`config.mk`:
```
export PLATFORM = sky130hd
export DESIGN_NAME = depth_pixel_gamma_window_heatmap_flat
export DESIGN_NICKNAME = d
export VERILOG_FILES = /design/src/rtl/dph_pkg.sv /design/src/rtl/dph_if.sv /design/src/rtl/depth_pixel_gamma_window_heatmap.sv /design/src/rtl/dph_gamma.sv /design/src/rtl/dph_heat.sv /design/src/flat_wrapper.sv
export SDC_FILE = /design/constraint.sdc
export NUM_CORES = 1
export LEC_CHECK = 0
export BUFFER_PORTS_ARGS = -buffer_cell sky130_fd_sc_hd__buf_2
export CAP_MARGIN = 20
export CORE_AREA = 5 5 217 219
export CTS_BUF_LIST = sky130_fd_sc_hd__clkbuf_16
export DETAILED_ROUTE_END_ITERATION = 7
export DIE_AREA = 0 0 222 224
export REMOVE_ABC_BUFFERS = 1
export SYNTH_ARGS = -nofsm -noshare
export SYNTH_HDL_FRONTEND = slang
export SYNTH_SLANG_ARGS = --single-unit
```
`constraint.sdc`:
```
create_clock -name clk -period 7.6 [get_ports clk]
set_input_delay 1.14 -clock clk [delete_from_list [all_inputs] [get_ports clk]]
set_output_delay 1.14 -clock clk [all_outputs]
set_load 0.005 [all_outputs]
```
`src/rtl/dph_pkg.sv`:
```
package dph_pkg;

  localparam int unsigned RawEntriesDefault = 2048;

  localparam int unsigned RawW   = 11;
  localparam int unsigned SqW    = 2 * RawW;
  localparam int unsigned CubeW  = 3 * RawW;
  localparam int unsigned GammaW = 14;   // n <= 9202
  localparam int unsigned PlaneW = 6;
  localparam int unsigned ByteW  = 8;
  localparam int unsigned CfgIdxW = 3;

  // n = (raw^3 * 9) >> 23, same as raw^3 * 9216 >> 33
  localparam int unsigned GammaShift = 23;

  localparam logic [PlaneW-1:0] OutPlane = PlaneW'(35);

  typedef enum logic [CfgIdxW-1:0] {
    REG_FILTER_ENABLE = 3'd0,
    REG_UPPER_PLANE   = 3'd1,
    REG_UPPER_DEPTH   = 3'd2,
    REG_LOWER_PLANE   = 3'd3,
    REG_LOWER_DEPTH   = 3'd4
  } cfg_reg_t;

  typedef struct packed {
    logic             filter_enable;
    logic [ByteW-1:0] upper_plane;
    logic [ByteW-1:0] upper_depth;
    logic [ByteW-1:0] lower_plane;
    logic [ByteW-1:0] lower_depth;
  } cfg_regs_t;

  // gamma pipe -> heat map pipe
  typedef struct packed {
    logic              valid;
    logic [GammaW-1:0] n;
  } gam_t;

endpackage

```
`src/rtl/dph_if.sv`:
```
interface dph_raw_if;
  import dph_pkg::*;
  logic            valid;
  logic            ready;
  logic [RawW-1:0] raw_depth;
  modport source (output valid, raw_depth, input ready);
  modport sink   (input valid, raw_depth, output ready);
endinterface

interface dph_pix_if;
  import dph_pkg::*;
  logic              valid;
  logic              ready;
  logic [PlaneW-1:0] plane;
  logic [ByteW-1:0]  fine_depth;
  logic [ByteW-1:0]  blue;
  logic [ByteW-1:0]  green;
  logic [ByteW-1:0]  red;
  modport source (output valid, plane, fine_depth, blue, green, red, input ready);
  modport sink   (input valid, plane, fine_depth, blue, green, red, output ready);
endinterface

interface dph_cfg_if;
  import dph_pkg::*;
  logic               valid;
  logic               ready;
  logic [CfgIdxW-1:0] index;
  logic [ByteW-1:0]   data;
  modport source (output valid, index, data, input ready);
  modport sink   (input valid, index, data, output ready);
endinterface

```
`src/rtl/depth_pixel_gamma_window_heatmap.sv`:
```
// Depth pixel gamma, window filter and heat map.
//
// pix_in  : one raw 11-bit depth sample per item (valid/ready).
// pix_out : plane, fine_depth and a BGR heat map color per item.
// cfg     : register writes (index, data); always ready, each taken in the
//           cycle it is offered. Write only while no item is in flight.
//
// An accepted input item reaches its result on pix_out through the stages below;
// one item per cycle sustained when nothing stalls. The depth is set by the
// two chained multiplies of the cube (square, then cube), the scale and
// shift, the window filter, and the color ramp, each in its own stage.
//
// Reset (rst, synchronous) empties the pipe and loads the register
// defaults: filter off, upper bound 255/255, lower bound 0/0.
// A stall on pix_out holds the output register; stages behind it keep
// filling bubbles and pix_in.ready falls only once every stage is full.
// Samples at or above RAW_ENTRIES are clamped to RAW_ENTRIES - 1.
module depth_pixel_gamma_window_heatmap
  import dph_pkg::*;
#(
  parameter int unsigned RAW_ENTRIES = RawEntriesDefault
) (
  input  logic      clk,
  input  logic      rst,
  dph_raw_if.sink   pix_in,
  dph_pix_if.source pix_out,
  dph_cfg_if.sink   cfg
);

  cfg_regs_t regs;
  gam_t      gam;
  logic      gam_ready;

  // configuration registers
  assign cfg.ready = 1'b1;

  always_ff @(posedge clk) begin
    if (rst) begin
      regs.filter_enable <= 1'b0;
      regs.upper_plane   <= 8'hFF;
      regs.upper_depth   <= 8'hFF;
      regs.lower_plane   <= 8'h00;
      regs.lower_depth   <= 8'h00;
    end else if (cfg.valid) begin
      // indexes past the list are dropped
      unique case (cfg.index)
        REG_FILTER_ENABLE: regs.filter_enable <= cfg.data[0];
        REG_UPPER_PLANE:   regs.upper_plane   <= cfg.data;
        REG_UPPER_DEPTH:   regs.upper_depth   <= cfg.data;
        REG_LOWER_PLANE:   regs.lower_plane   <= cfg.data;
        REG_LOWER_DEPTH:   regs.lower_depth   <= cfg.data;
        default: ;
      endcase
    end
  end

  // stages 1-3: clamp and square, cube, scale to n
  dph_gamma #(
    .RAW_ENTRIES(RAW_ENTRIES)
  ) u_gamma (
    .clk      (clk),
    .rst      (rst),
    .up_valid (pix_in.valid),
    .up_ready (pix_in.ready),
    .raw_depth(pix_in.raw_depth),
    .dn       (gam),
    .dn_ready (gam_ready)
  );

  // stages 4-5: window filter, color ramp and output register
  dph_heat u_heat (
    .clk     (clk),
    .rst     (rst),
    .regs    (regs),
    .up      (gam),
    .up_ready(gam_ready),
    .pix_out (pix_out)
  );

endmodule

```
`src/rtl/dph_gamma.sv`:
```
module dph_gamma
  import dph_pkg::*;
#(
  parameter int unsigned RAW_ENTRIES = RawEntriesDefault
) (
  input  logic            clk,
  input  logic            rst,
  input  logic            up_valid,
  output logic            up_ready,
  input  logic [RawW-1:0] raw_depth,
  output gam_t            dn,
  input  logic            dn_ready
);

  localparam int unsigned RawMax = RAW_ENTRIES - 1;
  localparam int unsigned CmpW   = RawW + 2;

  logic              v1, v2, v3;
  logic              en1, en2, en3;
  logic [RawW-1:0]   raw_clamped;
  logic [RawW-1:0]   raw1;
  logic [SqW-1:0]    sq1;
  logic [CubeW-1:0]  cube2;
  logic [CubeW+3:0]  times9;
  logic [GammaW-1:0] n3;

  // stall chain: a stage moves when empty or when the next one moves
  assign en3 = !v3 || dn_ready;
  assign en2 = !v2 || en3;
  assign en1 = !v1 || en2;
  assign up_ready = en1;

  always_comb begin
    if (CmpW'(raw_depth) >= CmpW'(RAW_ENTRIES)) begin
      raw_clamped = RawW'(RawMax);
    end else begin
      raw_clamped = raw_depth;
    end
  end

  assign times9 = {1'b0, cube2, 3'b000} + (CubeW + 4)'(cube2);

  always_ff @(posedge clk) begin
    if (rst) begin
      v1 <= 1'b0;
      v2 <= 1'b0;
      v3 <= 1'b0;
    end else begin
      if (en1) v1 <= up_valid;
      if (en2) v2 <= v1;
      if (en3) v3 <= v2;
    end
  end

  always_ff @(posedge clk) begin
    if (en1 && up_valid) begin
      raw1 <= raw_clamped;
      sq1  <= SqW'(raw_clamped) * SqW'(raw_clamped);
    end
    if (en2 && v1) begin
      cube2 <= CubeW'(sq1) * CubeW'(raw1);
    end
    if (en3 && v2) begin
      n3 <= times9[GammaShift +: GammaW];
    end
  end

  assign dn.valid = v3;
  assign dn.n     = n3;

endmodule

```
`src/rtl/dph_heat.sv`:
```
module dph_heat
  import dph_pkg::*;
(
  input  logic      clk,
  input  logic      rst,
  input  cfg_regs_t regs,
  input  gam_t      up,
  output logic      up_ready,
  dph_pix_if.source pix_out
);

  logic              v4, v5;
  logic              en4, en5;
  logic [ByteW-1:0]  p_raw;
  logic [ByteW-1:0]  d_raw;
  logic              above, below;
  logic [PlaneW-1:0] p4;
  logic [ByteW-1:0]  d4;
  logic [PlaneW-1:0] p5;
  logic [ByteW-1:0]  d5;
  logic [ByteW-1:0]  b5, g5, r5;
  logic [ByteW-1:0]  b_c, g_c, r_c;

  assign en5 = !v5 || pix_out.ready;
  assign en4 = !v4 || en5;
  assign up_ready = en4;

  assign p_raw = ByteW'(up.n[GammaW-1:ByteW]);
  assign d_raw = up.n[ByteW-1:0];

  // window test on (plane, depth) pairs
  assign above = (p_raw > regs.upper_plane) ||
                 (p_raw == regs.upper_plane && d_raw > regs.upper_depth);
  assign below = (p_raw < regs.lower_plane) ||
                 (p_raw == regs.lower_plane && d_raw < regs.lower_depth);

  // six segment ramp, BGR
  always_comb begin
    unique case (p4)
      PlaneW'(0): begin b_c = ~d4;      g_c = ~d4;      r_c = 8'hFF; end
      PlaneW'(1): begin b_c = 8'h00;    g_c = d4;       r_c = 8'hFF; end
      PlaneW'(2): begin b_c = 8'h00;    g_c = 8'hFF;    r_c = ~d4;   end
      PlaneW'(3): begin b_c = d4;       g_c = 8'hFF;    r_c = 8'h00; end
      PlaneW'(4): begin b_c = 8'hFF;    g_c = ~d4;      r_c = 8'h00; end
      PlaneW'(5): begin b_c = ~d4;      g_c = 8'h00;    r_c = 8'h00; end
      default:    begin b_c = 8'h00;    g_c = 8'h00;    r_c = 8'h00; end
    endcase
  end

  always_ff @(posedge clk) begin
    if (rst) begin
      v4 <= 1'b0;
      v5 <= 1'b0;
    end else begin
      if (en4) v4 <= up.valid;
      if (en5) v5 <= v4;
    end
  end

  always_ff @(posedge clk) begin
    if (en4 && up.valid) begin
      if (regs.filter_enable && (above || below)) begin
        p4 <= OutPlane;
        d4 <= '0;
      end else begin
        p4 <= up.n[GammaW-1:ByteW];
        d4 <= d_raw;
      end
    end
    if (en5 && v4) begin
      p5 <= p4;
      d5 <= d4;
      b5 <= b_c;
      g5 <= g_c;
      r5 <= r_c;
    end
  end

  assign pix_out.valid      = v5;
  assign pix_out.plane      = p5;
  assign pix_out.fine_depth = d5;
  assign pix_out.blue       = b5;
  assign pix_out.green      = g5;
  assign pix_out.red        = r5;

endmodule

```
`src/flat_wrapper.sv`:
```
// flat-port wrapper written by rule: the top's interface ports become plain ports
module depth_pixel_gamma_window_heatmap_flat import dph_pkg::*;
#(
  parameter int unsigned RAW_ENTRIES = RawEntriesDefault
)
  (clk, rst, pix_in_valid, pix_in_raw_depth, pix_in_ready, pix_out_valid, pix_out_plane, pix_out_fine_depth, pix_out_blue, pix_out_green, pix_out_red, pix_out_ready, cfg_valid, cfg_index, cfg_data, cfg_ready);
  dph_raw_if pix_in_i ();
  dph_pix_if pix_out_i ();
  dph_cfg_if cfg_i ();
  input  logic clk;
  input  logic rst;
  input wire logic [$bits(pix_in_i.valid)-1:0] pix_in_valid;
  input wire logic [$bits(pix_in_i.raw_depth)-1:0] pix_in_raw_depth;
  output wire logic [$bits(pix_in_i.ready)-1:0] pix_in_ready;
  output wire logic [$bits(pix_out_i.valid)-1:0] pix_out_valid;
  output wire logic [$bits(pix_out_i.plane)-1:0] pix_out_plane;
  output wire logic [$bits(pix_out_i.fine_depth)-1:0] pix_out_fine_depth;
  output wire logic [$bits(pix_out_i.blue)-1:0] pix_out_blue;
  output wire logic [$bits(pix_out_i.green)-1:0] pix_out_green;
  output wire logic [$bits(pix_out_i.red)-1:0] pix_out_red;
  input wire logic [$bits(pix_out_i.ready)-1:0] pix_out_ready;
  input wire logic [$bits(cfg_i.valid)-1:0] cfg_valid;
  input wire logic [$bits(cfg_i.index)-1:0] cfg_index;
  input wire logic [$bits(cfg_i.data)-1:0] cfg_data;
  output wire logic [$bits(cfg_i.ready)-1:0] cfg_ready;
  assign pix_in_i.valid = pix_in_valid;
  assign pix_in_i.raw_depth = pix_in_raw_depth;
  assign pix_in_ready = pix_in_i.ready;
  assign pix_out_valid = pix_out_i.valid;
  assign pix_out_plane = pix_out_i.plane;
  assign pix_out_fine_depth = pix_out_i.fine_depth;
  assign pix_out_blue = pix_out_i.blue;
  assign pix_out_green = pix_out_i.green;
  assign pix_out_red = pix_out_i.red;
  assign pix_out_i.ready = pix_out_ready;
  assign cfg_i.valid = cfg_valid;
  assign cfg_i.index = cfg_index;
  assign cfg_i.data = cfg_data;
  assign cfg_ready = cfg_i.ready;
  depth_pixel_gamma_window_heatmap #(.RAW_ENTRIES(RAW_ENTRIES)) u_core (.clk(clk), .rst(rst), .pix_in(pix_in_i), .pix_out(pix_out_i), .cfg(cfg_i));
endmodule
```
==> flow_summary_export.csv <==
group,metric,value,unit
clocking,cts_root_buf,"clkbuf_16",
setup_path,crit_fanout,21,
cells_and_area,nFillCells,4313,
drt,vias,11700,
timing,fin_ws,1.43,ns
global_route,gr-usage-all-layers,0.147,
timing,grt_setup_unrepaired,"no",
drt,viasPerCell,4.87,
clocking,cts_setup_buffers,0,
clocking,cts_buffer_depth,2,
global_route,grt_first_pass_wirelength,61000,um
floorplan,pin_count,68,
global_route,grt_antenna_before_repair,0,
setup_path,r2r.worst_path.cells,19,
synth,syn-instance-count,1770,
timing,fin_setup_tns,0,ns
synth,synth.distinct_cells,56,
timing,max_slew.worst_pin.slew,1.01,ns
setup_path,r2r_slack,1.43,ns
place,dp_slack,1.18,ns
floorplan,rows,78,
synth,synth-edff-count,130,
cells_and_area,final_common_cell,"inv_1",
timing,slew_viol_final,0,
drt,drc,0,
cells_and_area,drive_gt1_frac,0.0637,
drt,drt_wl_total,35200,um
floorplan,core_region_area,44900,um2
drt,ant_nets,0,
synth,yosysTopAreaCell,"fa_1",
worst_hold_path,min_path_cells,2,
clocking,insertion_delay,0.46,ns
drt,drtIter0Drc,520,
setup_path,cp-start-kind,"flop",
drt,highest_layer,"met4",
timing,max_freq,162,MHz
cells_and_area,layout_common_cells,"inv_1, nand2_1, fa_1, ha_1, and2_1",
timing,setup_viol_count_final,0,
timing,period_needed,6.17,ns
synth,synth-seq-area-share,0.264,
drt,met2_length,16900,um
worst_hold_path,min_to,"u_core.regs[11]",
synth,ys_ff_latch,168,
cells_and_area,area_delta_synth_final,8.61,%
setup_path,r2r_start,"u_core.u_gamma.raw1[2]",
timing,fin_crit_sh,0.812,
synth,netlist_area,17700,um2
clocking,cts_htree_levels,4,
global_route,grt_max_degree,39,
floorplan,start_util,0.394,
setup_path,cp_data_required_time,7.81,ns
setup_path,worstSetupPathType,"reg -> reg",
drt,drt-met1-wl,16300,um
clocking,postCtsHoldBufs,0,
drt,firstDrtPassIters,5,
floorplan,die_y,224,um
floorplan,dieArea,49700,um2
clocking,cts_tree,"done",
clocking,cts_resized,0,
place,place_congestion,0.830,
place,place_hpwl,28600,um
timing,skew,0.0193,ns
clocking,cts.sinks,168,
synth,synth_area_leaders,"fa_1, edfxtp_1, ha_1",
floorplan,die_w,222,um
worst_hold_path,min_from,"u_core.regs[11]",
global_route,grt_pass1_vias,12500,
worst_hold_path,hp-class,"reg -> reg",
global_route,overflow,0,
setup_path,endpoint_kind,"flop",
timing,max_slew_margin,0.326,
drt,avgRoutedWirePerCell,14.6,um
setup_path,arrival,6.38,ns
synth,synth_flop_cell,"edfxtp_1",
timing,hold_viol,0,
cells_and_area,num_antenna_cells,0,
run_status,status,"finished clean",
place,io_buffers,66,
clocking,numCtsBuffers,17,
clocking,cts.clk_slew.worst_paths,0.08,ns
flow_run,drv_cap,0,
synth,avgSynthCellArea,9.99,um2
synth,synth_top_area_share,0.268,
drt,wl_met3,1530,um
cells_and_area,nets,2235,
setup_path,reg2reg_to,"u_core.u_gamma.cube2[31]",
synth,yosys_warnings,0,
synth,async_flop_share,0,
layer usage:
metal | vias up | global-route usage
li1 | 5748 | -
met4 | 0 | 0.0352
met1 | 5733 | 0.197
met3 | 29 | 0.0271
met5 | - | 0
met2 | 217 | 0.251
stage by stage:
stage	hold WS [ns]	utilization	instances	instance area (um2)
2_1_floorplan	0.428	-	1702	17400
4_1_cts	0.459	0.427	2404	19200
3_5_place_dp	0.449	0.414	2372	18600
6_report	0.456	0.428	2406	19200
3_3_place_gp	0.444	0.414	2372	18600
5_1_grt	0.479	0.428	2406	19200
worst max-delay path by stage:
stage | depth (start not counted) | endpoint | slack [ns] | start
floorplan | 18 | u_core.u_gamma.sq1[21] | 1.67 | pix_in_raw_depth[2]
global placement | 19 | u_core.u_gamma.sq1[21] | 1.24 | pix_in_raw_depth[2]
detailed placement | 19 | u_core.u_gamma.sq1[21] | 1.18 | pix_in_raw_depth[2]
CTS | 19 | u_core.u_gamma.cube2[31] | 1.39 | u_core.u_gamma.raw1[2]
global route | 19 | u_core.u_gamma.cube2[32] | 1.04 | u_core.u_gamma.raw1[2]
finish | 19 | u_core.u_gamma.cube2[31] | 1.43 | u_core.u_gamma.raw1[2]
final cells by class:
type                    instances  area (um2)  share of cell area
clock inverters                15         178             0.00925
well taps                     600         751              0.0391
flip-flops and latches        168        4660               0.243
clock buffers                  17         425              0.0221
repair buffers                 72         395              0.0206
inverters                     289        1080              0.0565
multi-input cells            1245       11700               0.610
cell families (layout without fill, tap and decap cells):
family	count (synthesis)	after routing	synth area share
DFF	168	168	0.264
xor gates and xnor gates	61	61	0.0302
adders and majority gates	415	415	0.394
other	2	7	0.000425
and+or+nand+nor	521	521	0.142
AOI/OAI and AO/OA	240	240	0.0919
muxes	1	1	0.000636
buffers and inverters	362	393	0.0770
worst max-delay path, stage by stage, from the launching register on:
cell	delay, ns
edfxtp_1	0.89
nand2_1	0.18
fa_1	0.53
fa_1	0.52
inv_1	0.05
fa_1	0.49
fa_1	0.49
inv_1	0.05
fa_1	0.47
inv_1	0.04
ha_1	0.39
o21a_1	0.15
o21ai_0	0.06
nor2_1	0.13
o21ai_0	0.13
a211oi_1	0.41
a41oi_2	0.28
o31ai_1	0.33
o21ai_0	0.16
xnor2_1	0.14
sequential cells by signal, summed over array words and instances (netlist names), 11 cells and up:
name / cells
u_core.u_gamma.n3: 14
u_core.u_gamma.raw1: 11
u_core.regs: 33
u_core.u_gamma.cube2: 33
u_core.u_gamma.sq1: 20
cells in the mapped netlist, types with 3 or more instances:
master	n
a2111oi_0	5
and2_1	140
nand3_1	17
xnor2_1	48
a31oi_1	5
ha_1	178
fa_1	237
and3_1	7
nand2_1	239
a21o_1	31
nand4_1	11
a211oi_1	8
inv_1	289
nand2b_1	12
a21boi_0	4
nor2_1	51
o21ai_0	32
edfxtp_1	130
xor2_1	13
o21a_1	22
dfxtp_1	38
a21oi_1	68
a211o_1	9
o21bai_1	7
nor3_1	12
or3_1	3
nor2b_1	21
o211ai_1	27
clkbuf_1	72
Power is left out: the tool's default activity adds up to more than one toggle a clock period on the data nets, which glitch-free logic cannot reach.
